--- config.mk ---
export PLATFORM = sky130hd
export DESIGN_NAME = integer_to_padded_text_unit
export DESIGN_NICKNAME = d
export VERILOG_FILES = /design/src/itpt_pkg.sv /design/src/integer_to_padded_text_unit.sv /design/src/itpt_front.sv /design/src/itpt_queue.sv /design/src/itpt_back.sv
export SDC_FILE = /design/constraint.sdc
export NUM_CORES = 1
export LEC_CHECK = 0
export BUFFER_PORTS_ARGS = -buffer_cell sky130_fd_sc_hd__buf_2
export CAP_MARGIN = 20
export CORE_MARGIN = 1.5
export CORE_UTILIZATION = 40
export DETAILED_ROUTE_END_ITERATION = 8
export SYNTH_ARGS = -nofsm -noshare
export SYNTH_HDL_FRONTEND = slang
export SYNTH_HIERARCHICAL = 1
export SYNTH_SLANG_ARGS = --single-unit
--- constraint.sdc ---
create_clock -name clk -period 12.1 [get_ports clk]
set_input_delay 0.605 -clock clk [delete_from_list [all_inputs] [get_ports clk]]
set_output_delay 0.605 -clock clk [all_outputs]
set_load 0.01 [all_outputs]
--- src/itpt_pkg.sv ---
// Shared types, codes and character helpers for the integer-to-text unit.
package itpt_pkg;

  // Radix codes as they arrive on the input; code 3 is folded into hexadecimal.
  typedef enum logic [1:0] {
    RADIX_OCT = 2'd0,
    RADIX_DEC = 2'd1,
    RADIX_HEX = 2'd2
  } radix_t;

  // Bit positions inside the flag field.
  localparam int BIT_LEFT  = 0;
  localparam int BIT_PLUS  = 1;
  localparam int BIT_SPACE = 2;
  localparam int BIT_ALT   = 3;
  localparam int BIT_ZERO  = 4;
  localparam int BIT_UPPER = 5;

  // ASCII codes used by the formatter.
  localparam logic [7:0] CH_SPACE = 8'h20;
  localparam logic [7:0] CH_PLUS  = 8'h2B;
  localparam logic [7:0] CH_MINUS = 8'h2D;
  localparam logic [7:0] CH_ZERO  = 8'h30;
  localparam logic [7:0] CH_X_UP  = 8'h58;
  localparam logic [7:0] CH_X_LO  = 8'h78;
  localparam logic [7:0] CH_A_UP  = 8'h41;
  localparam logic [7:0] CH_A_LO  = 8'h61;

  // Classified item as it travels from the front end to the back end.
  typedef struct packed {
    logic       neg;
    radix_t     radix;
    logic [6:0] width;
    logic       prec_given;
    logic [5:0] prec;
    logic       left;
    logic       plus;
    logic       space;
    logic       alt;
    logic       zero;
    logic       upper;
    logic       mag_zero;
  } item_desc_t;

  // Back-end sequencer states.
  typedef enum logic [2:0] {
    BK_IDLE,
    BK_CONV,
    BK_COUNT,
    BK_PLAN,
    BK_EMIT
  } back_state_t;

  // Map one digit value to its ASCII character.
  function automatic logic [7:0] digit_char(input logic [3:0] d, input logic upper);
    logic [7:0] c;
    if (d < 4'd10) begin
      c = CH_ZERO + {4'd0, d};
    end else begin
      c = (upper ? CH_A_UP : CH_A_LO) + {4'd0, d - 4'd10};
    end
    return c;
  endfunction

endpackage

--- src/integer_to_padded_text_unit.sv ---
// Top level of the printf-style integer to text unit.
//
// An item is taken when start is high and busy is low; busy rises only while the two-entry
// queue between the front and back ends is full. Each character of the text leaves on
// out_char_out for one cycle with out_strobe high, and out_is_last marks the final one; the
// receiver must take every character as it comes. Decimal items pass through the back end's
// conversion step before the character sequencer, which octal and hexadecimal items skip:
// the decimal digits come from a shift-and-add-3 converter that consumes two value bits per
// cycle, and the character sequencer sends one character per cycle. A zero value with zero
// precision, no prefix and no field width yields no characters and no strobe at all. There
// are no configuration registers.
module integer_to_padded_text_unit #(
  parameter int MAX_CHARS  = 64,
  parameter int VALUE_BITS = 64
) (
  input  logic        clk,
  input  logic        rst_n,
  input  logic        start,
  output logic        busy,
  input  logic [63:0] in_magnitude,
  input  logic        in_is_negative,
  input  logic [1:0]  in_radix,
  input  logic [6:0]  in_field_width,
  input  logic [6:0]  in_min_digits,
  input  logic [5:0]  in_flag_bits,
  output logic        out_strobe,
  output logic [7:0]  out_char_out,
  output logic        out_is_last
);
  import itpt_pkg::*;

  localparam int DESC_W  = $bits(item_desc_t);
  localparam int QUEUE_W = DESC_W + VALUE_BITS;

  logic                  push;
  logic                  q_full;
  logic                  q_empty;
  logic                  q_pop;
  item_desc_t            f_desc;
  logic [VALUE_BITS-1:0] f_mag;
  logic [QUEUE_W-1:0]    q_rdata;
  item_desc_t            q_desc;
  logic [VALUE_BITS-1:0] q_mag;

  itpt_front #(
    .VALUE_BITS(VALUE_BITS),
    .MAX_CHARS (MAX_CHARS)
  ) u_front (
    .start          (start),
    .busy           (busy),
    .in_magnitude   (in_magnitude),
    .in_is_negative (in_is_negative),
    .in_radix       (in_radix),
    .in_field_width (in_field_width),
    .in_min_digits  (in_min_digits),
    .in_flag_bits   (in_flag_bits),
    .q_full         (q_full),
    .push           (push),
    .desc           (f_desc),
    .mag            (f_mag)
  );

  itpt_queue #(
    .WIDTH(QUEUE_W),
    .DEPTH(2)
  ) u_queue (
    .clk   (clk),
    .rst_n (rst_n),
    .push  (push),
    .wdata ({f_desc, f_mag}),
    .pop   (q_pop),
    .rdata (q_rdata),
    .full  (q_full),
    .empty (q_empty)
  );

  assign q_desc = q_rdata[QUEUE_W-1:VALUE_BITS];
  assign q_mag  = q_rdata[VALUE_BITS-1:0];

  itpt_back #(
    .VALUE_BITS(VALUE_BITS),
    .MAX_CHARS (MAX_CHARS)
  ) u_back (
    .clk          (clk),
    .rst_n        (rst_n),
    .q_empty      (q_empty),
    .q_desc       (q_desc),
    .q_mag        (q_mag),
    .q_pop        (q_pop),
    .out_strobe   (out_strobe),
    .out_char_out (out_char_out),
    .out_is_last  (out_is_last)
  );

endmodule

--- src/itpt_front.sv ---
// Front end: accepts items and classifies radix, width, precision and flags.
module itpt_front #(
  parameter int VALUE_BITS = 64,
  parameter int MAX_CHARS  = 64
) (
  input  logic                   start,
  output logic                   busy,
  input  logic [63:0]            in_magnitude,
  input  logic                   in_is_negative,
  input  logic [1:0]             in_radix,
  input  logic [6:0]             in_field_width,
  input  logic [6:0]             in_min_digits,
  input  logic [5:0]             in_flag_bits,
  input  logic                   q_full,
  output logic                   push,
  output itpt_pkg::item_desc_t   desc,
  output logic [VALUE_BITS-1:0]  mag
);
  import itpt_pkg::*;

  localparam logic [6:0] WIDTH_MAX = 7'(MAX_CHARS);
  localparam logic [5:0] PREC_MAX  = 6'(MAX_CHARS - 4);

  // Handshake: an item enters whenever the queue has room.
  assign busy = q_full;
  assign push = start && !q_full;

  assign mag = in_magnitude[VALUE_BITS-1:0];

  // Classification of the item.
  always_comb begin
    desc.neg = in_is_negative;
    if (in_radix == RADIX_OCT) begin
      desc.radix = RADIX_OCT;
    end else if (in_radix == RADIX_DEC) begin
      desc.radix = RADIX_DEC;
    end else begin
      desc.radix = RADIX_HEX;
    end
    desc.width      = (in_field_width > WIDTH_MAX) ? WIDTH_MAX : in_field_width;
    desc.prec_given = !in_min_digits[6];
    desc.prec       = (in_min_digits[5:0] > PREC_MAX) ? PREC_MAX : in_min_digits[5:0];
    desc.left       = in_flag_bits[BIT_LEFT];
    desc.plus       = in_flag_bits[BIT_PLUS];
    desc.space      = in_flag_bits[BIT_SPACE];
    desc.alt        = in_flag_bits[BIT_ALT];
    // An explicit precision or left justification cancels zero padding.
    desc.zero       = in_flag_bits[BIT_ZERO] && in_min_digits[6] && !in_flag_bits[BIT_LEFT];
    desc.upper      = in_flag_bits[BIT_UPPER];
    desc.mag_zero   = ~|mag;
  end

endmodule

--- src/itpt_queue.sv ---
// Short first-in first-out queue between the front end and the back end.
module itpt_queue #(
  parameter int WIDTH = 8,
  parameter int DEPTH = 2
) (
  input  logic             clk,
  input  logic             rst_n,
  input  logic             push,
  input  logic [WIDTH-1:0] wdata,
  input  logic             pop,
  output logic [WIDTH-1:0] rdata,
  output logic             full,
  output logic             empty
);

  localparam int PW = (DEPTH > 1) ? $clog2(DEPTH) : 1;
  localparam int CW = $clog2(DEPTH + 1);
  localparam logic [PW-1:0] PTR_LAST = PW'(DEPTH - 1);
  localparam logic [CW-1:0] CNT_FULL = CW'(DEPTH);

  logic [WIDTH-1:0] mem_r [DEPTH];
  logic [PW-1:0]    wr_ptr_r, wr_ptr_nxt;
  logic [PW-1:0]    rd_ptr_r, rd_ptr_nxt;
  logic [CW-1:0]    count_r, count_nxt;

  assign full  = (count_r == CNT_FULL);
  assign empty = (count_r == '0);
  assign rdata = mem_r[rd_ptr_r];

  // Pointer and fill count updates.
  always_comb begin
    wr_ptr_nxt = wr_ptr_r;
    rd_ptr_nxt = rd_ptr_r;
    count_nxt  = count_r;
    if (push) begin
      wr_ptr_nxt = (wr_ptr_r == PTR_LAST) ? '0 : wr_ptr_r + 1'b1;
    end
    if (pop) begin
      rd_ptr_nxt = (rd_ptr_r == PTR_LAST) ? '0 : rd_ptr_r + 1'b1;
    end
    if (push && !pop) begin
      count_nxt = count_r + 1'b1;
    end else if (pop && !push) begin
      count_nxt = count_r - 1'b1;
    end
  end

  always_ff @(posedge clk) begin
    if (!rst_n) begin
      wr_ptr_r <= '0;
      rd_ptr_r <= '0;
      count_r  <= '0;
    end else begin
      wr_ptr_r <= wr_ptr_nxt;
      rd_ptr_r <= rd_ptr_nxt;
      count_r  <= count_nxt;
    end
  end

  // Storage needs no reset.
  always_ff @(posedge clk) begin
    if (push) begin
      mem_r[wr_ptr_r] <= wdata;
    end
  end

  a_no_push_when_full: assert property (@(posedge clk) disable iff (!rst_n)
    (count_r == CNT_FULL) |-> !push)
    else $error("item pushed into a full queue");

  a_no_pop_when_empty: assert property (@(posedge clk) disable iff (!rst_n)
    pop |-> (count_r != '0))
    else $error("item popped from an empty queue");

endmodule

--- src/itpt_back.sv ---
// Back end: digit conversion, layout planning and the character sequencer.
module itpt_back #(
  parameter int VALUE_BITS = 64,
  parameter int MAX_CHARS  = 64
) (
  input  logic                  clk,
  input  logic                  rst_n,
  input  logic                  q_empty,
  input  itpt_pkg::item_desc_t  q_desc,
  input  logic [VALUE_BITS-1:0] q_mag,
  output logic                  q_pop,
  output logic                  out_strobe,
  output logic [7:0]            out_char_out,
  output logic                  out_is_last
);
  import itpt_pkg::*;

  // Octal needs the most digits of any radix.
  localparam int ND    = (VALUE_BITS + 2) / 3;
  localparam int DW    = 4 * ND;
  localparam int NW    = $clog2(ND + 1);
  localparam int IW    = $clog2(ND);
  localparam int STEPS = (VALUE_BITS + 1) / 2;
  localparam int EVB   = 2 * STEPS;
  localparam int SW    = $clog2(STEPS + 1);
  localparam logic [SW-1:0] STEP_LAST = SW'(STEPS - 1);
  localparam logic [6:0]    CHAR_MAX  = 7'(MAX_CHARS);

  back_state_t state_r, state_nxt;
  item_desc_t  desc_r;
  logic [EVB-1:0] shift_r;
  logic [SW-1:0]  step_r;
  logic [DW-1:0]  dig_r;
  logic [NW-1:0]  n_r;
  logic [6:0]     zeroes_r;
  logic [7:0]     pre0_r, pre1_r;
  logic [6:0]     b1_r, b2_r, b3_r, b4_r;
  logic [6:0]     total_r;
  logic [6:0]     pos_r;
  logic           out_strobe_r;
  logic [7:0]     out_char_r;
  logic           out_last_r;

  logic           load_en, conv_en, count_en, plan_en, emit_en;
  logic [DW-1:0]  direct_dig;
  logic [DW-1:0]  dabble_dig;
  logic [NW-1:0]  n_calc;
  logic [6:0]     zeroes_calc;
  logic [7:0]     pre0_calc, pre1_calc;
  logic [6:0]     b1_calc, b2_calc, b3_calc, b4_calc, cnt_calc;
  logic           plan_empty;
  logic [7:0]     char_calc;
  logic           last_calc;

  // Next state.
  always_comb begin
    state_nxt = state_r;
    unique case (state_r)
      BK_IDLE: begin
        if (!q_empty) begin
          state_nxt = (q_desc.radix == RADIX_DEC) ? BK_CONV : BK_COUNT;
        end
      end
      BK_CONV: begin
        if (step_r == STEP_LAST) begin
          state_nxt = BK_COUNT;
        end
      end
      BK_COUNT: state_nxt = BK_PLAN;
      BK_PLAN: begin
        state_nxt = plan_empty ? BK_IDLE : BK_EMIT;
      end
      BK_EMIT: begin
        if (last_calc) begin
          state_nxt = BK_IDLE;
        end
      end
      default: state_nxt = BK_IDLE;
    endcase
  end

  // Control outputs of the sequencer.
  always_comb begin
    load_en  = 1'b0;
    conv_en  = 1'b0;
    count_en = 1'b0;
    plan_en  = 1'b0;
    emit_en  = 1'b0;
    unique case (state_r)
      BK_IDLE:  load_en  = !q_empty;
      BK_CONV:  conv_en  = 1'b1;
      BK_COUNT: count_en = 1'b1;
      BK_PLAN:  plan_en  = 1'b1;
      BK_EMIT:  emit_en  = 1'b1;
      default:  load_en  = 1'b0;
    endcase
  end

  assign q_pop = load_en;

  // Octal and hexadecimal digits are plain bit slices of the value.
  always_comb begin
    logic [3*ND-1:0] mag3;
    logic [DW-1:0]   mag4;
    mag3 = (3 * ND)'(q_mag);
    mag4 = DW'(q_mag);
    direct_dig = '0;
    for (int i = 0; i < ND; i++) begin
      if (q_desc.radix == RADIX_OCT) begin
        direct_dig[4*i +: 4] = {1'b0, mag3[3*i +: 3]};
      end else begin
        direct_dig[4*i +: 4] = mag4[4*i +: 4];
      end
    end
  end

  // Two shift-and-add-3 steps of binary to decimal conversion per cycle.
  always_comb begin
    logic [DW-1:0] bcd;
    bcd = dig_r;
    for (int j = 0; j < 2; j++) begin
      for (int i = 0; i < ND; i++) begin
        if (bcd[4*i +: 4] >= 4'd5) begin
          bcd[4*i +: 4] = bcd[4*i +: 4] + 4'd3;
        end
      end
      bcd = {bcd[DW-2:0], shift_r[EVB-1-j]};
    end
    dabble_dig = bcd;
  end

  // Digit count and precision zeros.
  always_comb begin
    logic [NW-1:0] top;
    top = '0;
    for (int i = 0; i < ND; i++) begin
      if (dig_r[4*i +: 4] != 4'd0) begin
        top = NW'(i + 1);
      end
    end
    if (top != '0) begin
      n_calc = top;
    end else begin
      // A zero value with zero precision prints no digits.
      n_calc = (desc_r.prec_given && desc_r.prec == 6'd0) ? '0 : NW'(1);
    end
    if (desc_r.prec_given && ({1'b0, desc_r.prec} > 7'(n_calc))) begin
      zeroes_calc = {1'b0, desc_r.prec} - 7'(n_calc);
    end else begin
      zeroes_calc = '0;
    end
  end

  // Prefix and segment boundaries of the text.
  always_comb begin
    logic [1:0] plen;
    logic [6:0] total;
    logic [6:0] pad;
    logic [6:0] zeroes;
    logic [6:0] trail;
    logic [6:0] sum;
    plen      = 2'd0;
    pre0_calc = CH_ZERO;
    pre1_calc = CH_X_LO;
    case (desc_r.radix)
      RADIX_DEC: begin
        if (desc_r.neg) begin
          plen = 2'd1;
          pre0_calc = CH_MINUS;
        end else if (desc_r.plus) begin
          plen = 2'd1;
          pre0_calc = CH_PLUS;
        end else if (desc_r.space) begin
          plen = 2'd1;
          pre0_calc = CH_SPACE;
        end
      end
      RADIX_OCT: begin
        // The octal marker is dropped when precision zeros or the lone digit of a zero value already lead.
        if (desc_r.alt && zeroes_r == '0 && !(desc_r.mag_zero && n_r != '0)) begin
          plen = 2'd1;
        end
      end
      default: begin
        if (desc_r.alt && !desc_r.mag_zero) begin
          plen = 2'd2;
          pre1_calc = desc_r.upper ? CH_X_UP : CH_X_LO;
        end
      end
    endcase
    total  = 7'(plen) + zeroes_r + 7'(n_r);
    pad    = (desc_r.width > total) ? desc_r.width - total : '0;
    zeroes = zeroes_r;
    if (desc_r.zero) begin
      zeroes = zeroes_r + pad;
      pad    = '0;
    end
    trail      = desc_r.left ? pad : '0;
    b1_calc    = desc_r.left ? '0 : pad;
    b2_calc    = b1_calc + 7'(plen);
    b3_calc    = b2_calc + zeroes;
    b4_calc    = b3_calc + 7'(n_r);
    sum        = b4_calc + trail;
    cnt_calc   = (sum > CHAR_MAX) ? CHAR_MAX : sum;
    plan_empty = (cnt_calc == '0);
  end

  // Character at the current output position.
  always_comb begin
    logic [3:0]    dig_a [ND];
    logic [6:0]    idx;
    for (int i = 0; i < ND; i++) begin
      dig_a[i] = dig_r[4*i +: 4];
    end
    idx = b4_r - 7'd1 - pos_r;
    if (pos_r < b1_r) begin
      char_calc = CH_SPACE;
    end else if (pos_r < b2_r) begin
      char_calc = (pos_r == b1_r) ? pre0_r : pre1_r;
    end else if (pos_r < b3_r) begin
      char_calc = CH_ZERO;
    end else if (pos_r < b4_r) begin
      char_calc = digit_char(dig_a[idx[IW-1:0]], desc_r.upper);
    end else begin
      char_calc = CH_SPACE;
    end
    last_calc = (pos_r == total_r - 7'd1);
  end

  // Control registers.
  always_ff @(posedge clk) begin
    if (!rst_n) begin
      state_r      <= BK_IDLE;
      out_strobe_r <= 1'b0;
      out_last_r   <= 1'b0;
    end else begin
      state_r      <= state_nxt;
      out_strobe_r <= emit_en;
      out_last_r   <= emit_en && last_calc;
    end
  end

  // Datapath registers.
  always_ff @(posedge clk) begin
    if (load_en) begin
      desc_r  <= q_desc;
      shift_r <= EVB'(q_mag);
      step_r  <= '0;
      dig_r   <= (q_desc.radix == RADIX_DEC) ? '0 : direct_dig;
    end
    if (conv_en) begin
      dig_r   <= dabble_dig;
      shift_r <= {shift_r[EVB-3:0], 2'b00};
      step_r  <= step_r + 1'b1;
    end
    if (count_en) begin
      n_r      <= n_calc;
      zeroes_r <= zeroes_calc;
    end
    if (plan_en) begin
      pre0_r  <= pre0_calc;
      pre1_r  <= pre1_calc;
      b1_r    <= b1_calc;
      b2_r    <= b2_calc;
      b3_r    <= b3_calc;
      b4_r    <= b4_calc;
      total_r <= cnt_calc;
      pos_r   <= '0;
    end
    if (emit_en) begin
      pos_r <= pos_r + 7'd1;
    end
    out_char_r <= char_calc;
  end

  assign out_strobe   = out_strobe_r;
  assign out_char_out = out_char_r;
  assign out_is_last  = out_last_r;

  a_strobe_from_emit: assert property (@(posedge clk) disable iff (!rst_n)
    out_strobe_r |-> $past(state_r == BK_EMIT))
    else $error("character strobed outside the emit state");

  a_gap_after_last: assert property (@(posedge clk) disable iff (!rst_n)
    (out_strobe_r && out_last_r) |=> !out_strobe_r)
    else $error("character follows the last one of an item without a gap");

  a_pos_in_range: assert property (@(posedge clk) disable iff (!rst_n)
    (state_r == BK_EMIT) |-> (pos_r < total_r))
    else $error("output position beyond the planned character count");

endmodule
==> flow_metrics.tcl <==
set metrics [dict create \
    outcome "completed" \
    crit_arrival_ns 8.64 \
    path_buf_inv 3 \
    post-cts-setup-buffers 0 \
    worstSetupStartpointType "flip-flop" \
    cts_buffers 49 \
    yosys.area.top_type "edfxtp_1" \
    synth_area_leaders "edfxtp_1 (47%), ha_1 (8.4%), mux2_2 (3.9%), a21oi_1 (3.5%), xnor2_1 (2.6%)" \
    hp-class "in -> reg" \
    die_x_um 259.2 \
    grt_pass1_vias 17160 \
    cts_tree "done" \
    async_reset_ff_frac 0 \
    rsz0062_at_grt "no" \
    post_drt_wl_per_cell_um 19.72 \
    synthesis.nets 2580 \
    m1WireLength_mm 29.70 \
    drv_cap 0 \
    setup_violations 0 \
    grt_use_total 0.1873 \
    synth_ff_type "edfxtp_1" \
    post_cts_resized 0 \
    grt_overflow 0 \
    hold_buffers 0 \
    drt_first_pass_iters 5 \
    post-route-period-util 0.6754 \
    top_layer "met4" \
    cts_buffer_depth 3 \
    fin_util 0.4461 \
    antenna_left 0 \
    die_h_um 259.2 \
    final_layout_size_suffix_gt1_frac 0.1498 \
    drc 0 \
    end_kind "flip-flop" \
    fin_setup_tns_ns 0 \
    critPathMaxFanout 8 \
    core-area_um2 64700 \
    hold_ws_ns 0.2010 \
    tightest_slew_ns 1.001 \
    syn-instance-count 2302 \
    yosysSeqAreaShare 0.4892 \
    cts_max_level 2 \
    drv_slew 0 \
    clock_latency_ns 0.59 \
    dpl.hpwl_mm 45.80 \
    cp_top_family "simple AND/OR/NAND/NOR gates" \
    grt_max_degree 91 \
    io_buffers 99 \
    start_util 0.4058 \
    syn2layout_area_growth_pct 9.932 \
    timing_hold_violations_final 0 \
    period_minus_slack_ns 8.173 \
    fp-row-count 93 \
    slew_headroom 0.3241 \
    crit_slowest_cell "or4_1" \
    grt_pass1_wl_mm 98.77 \
    synth_area_um2 26250 \
    cp.required_ns 12.57 \
    cts-root-buf "clkbuf_16" \
    wl_met2_mm 29.31 \
    yosys_warnings 6 \
    cpMostUsedCell "ha_1" \
    synth_edf_count 415 \
    synth_seq_cells 434 \
    antenna_found_initial 0 \
    post_drt_via_cell_ratio 5.469 \
    ys_types 77 \
    design.die.area_um2 67180 \
    synth_top_area_share 0.4747 \
    dp.cells 3128 \
    io-pin-count 101 \
    wl_mm 63.50 \
    finalNetCount 2603 \
    vias 17610 \
    routed-wl-met3_mm 2.802 \
    drt_iter0_markers 1336 \
    skew_ns 0.02763 \
    clock-sinks 434 \
    crit_type "reg -> reg" \
    max_freq_mhz 122.4 \
    synth_area_per_cell_um2 11.40 \
    fillers 5989 \
    place_congestion 0.8709 \
    path_clk_slew_ns 0.06 \
    finalNonFillerCells 3220 \
    crit_path_max_incr_delay_ns 0.54 \
]
-- layout make-up --
cell class / instances / area, µm² / share of cell area
clock inverter: 34 / 450.4 / 0.01561
timing repair buffer: 119 / 655.6 / 0.02272
clock buffer: 55 / 1249 / 0.04327
inverter: 171 / 641.9 / 0.02224
sequential: 434 / 12850 / 0.4451
antenna: 2 / 5.005 / 0.0001734
multi-input combinational: 1550 / 11940 / 0.4138
tap: 855 / 1070 / 0.03707
-- path summary, 6_finish.rpt --
path                                   from                             end  slack, ns  cells after the start
min                          in_is_negative  u_queue/mem_r[1][87]$_DFFE_PP_       0.20                      1
max reg2reg         u_back/n_r[4]$_DFFE_PN_  u_back/state_r[2]$_SDFFE_PN0P_       3.93                     36
min reg2reg  u_back/shift_r[0]$_SDFFE_PP0P_  u_back/shift_r[0]$_SDFFE_PP0P_       0.50                      2
max                 u_back/n_r[4]$_DFFE_PN_  u_back/state_r[2]$_SDFFE_PN0P_       3.93                     36
-- routing by layer --
layer | vias to the layer above | track usage
li1 | 8459 | -
met1 | 8640 | 0.2639
met2 | 414 | 0.3021
met3 | 96 | 0.02246
met4 | 0 | 0.05717
met5 | - | 0
-- synth_stat cells, types with 12 or more instances --
master / n
edfxtp_1: 415
a21oi_1: 186
ha_1: 177
inv_1: 171
nor2_1: 142
o21ai_0: 126
nand2_1: 94
mux2_2: 90
nor3b_1: 87
xnor2_1: 77
a22o_1: 75
buf_4: 72
clkbuf_1: 59
nand3_1: 46
nor2b_1: 45
mux2i_1: 41
a211oi_1: 34
nand2b_1: 32
nor3_1: 28
mux4_2: 24
o21a_1: 24
nor4_1: 22
mux2_4: 20
xor2_1: 20
dfxtp_1: 19
a21o_1: 18
and2_1: 17
nand4_1: 12
-- layout by cell type (no fill, tap or decap), types with 86 or more instances in the layout --
cell	count
mux2_2	89
ha_1	177
inv_1	171
edfxtp_1	415
nor3b_1	86
nor2_1	141
nand2_1	94
a21oi_1	186
o21ai_0	126
buf_2	100
-- kinds of logic (layout without fill, tap and decap cells) --
logic type / after synthesis / in the layout / share of synthesized area
simple gates: 569 / 569 / 0.1162
compound gates: 518 / 518 / 0.1237
flops: 434 / 434 / 0.4892
buf+inv: 318 / 379 / 0.05762
fa+ha+maj: 188 / 188 / 0.09274
mux: 175 / 175 / 0.08626
xor+xnor: 99 / 99 / 0.03412
other cells: 1 / 3 / 0.0001428
-- flip-flops by register name, indices dropped and copies added, names as in the netlist, 2 cells and up, named ones only --
name,cells
u_queue/mem_r,176
u_back/dig_r,88
u_back/shift_r,64
u_back/desc_r,24
u_back/b1_r,7
u_back/b2_r,7
u_back/b3_r,7
u_back/b4_r,7
u_back/out_char_out,7
u_back/pos_r,7
u_back/total_r,7
u_back/zeroes_r,7
u_back/step_r,6
u_back/n_r,5
u_back/pre0_r,4
u_back/state_r,3
u_queue/count_r,2
-- worst register-to-register path: cells and delay by family, from the launching register on --
kind,cells,cell delay (ns)
XOR/XNOR,2,0.34
adder cells (fa/ha/maj),7,2.05
buffers and inverters,3,0.23
AO/OA/AOI/OAI,13,2.32
AND/OR/NAND/NOR,11,2.61
flip-flops,1,0.48
-- stage by stage --
stage	instance area (µm²)	worst slack [ns]
2_1_floorplan	26250	4.883
3_3_place_gp	27130	4.235
3_5_place_dp	27140	4.009
4_1_cts	28840	3.964
5_1_grt	28860	3.184
6_report	28860	3.927
Power is left out: the tool's default activity adds up to more than one toggle a clock period on the data nets, which glitch-free logic cannot reach.
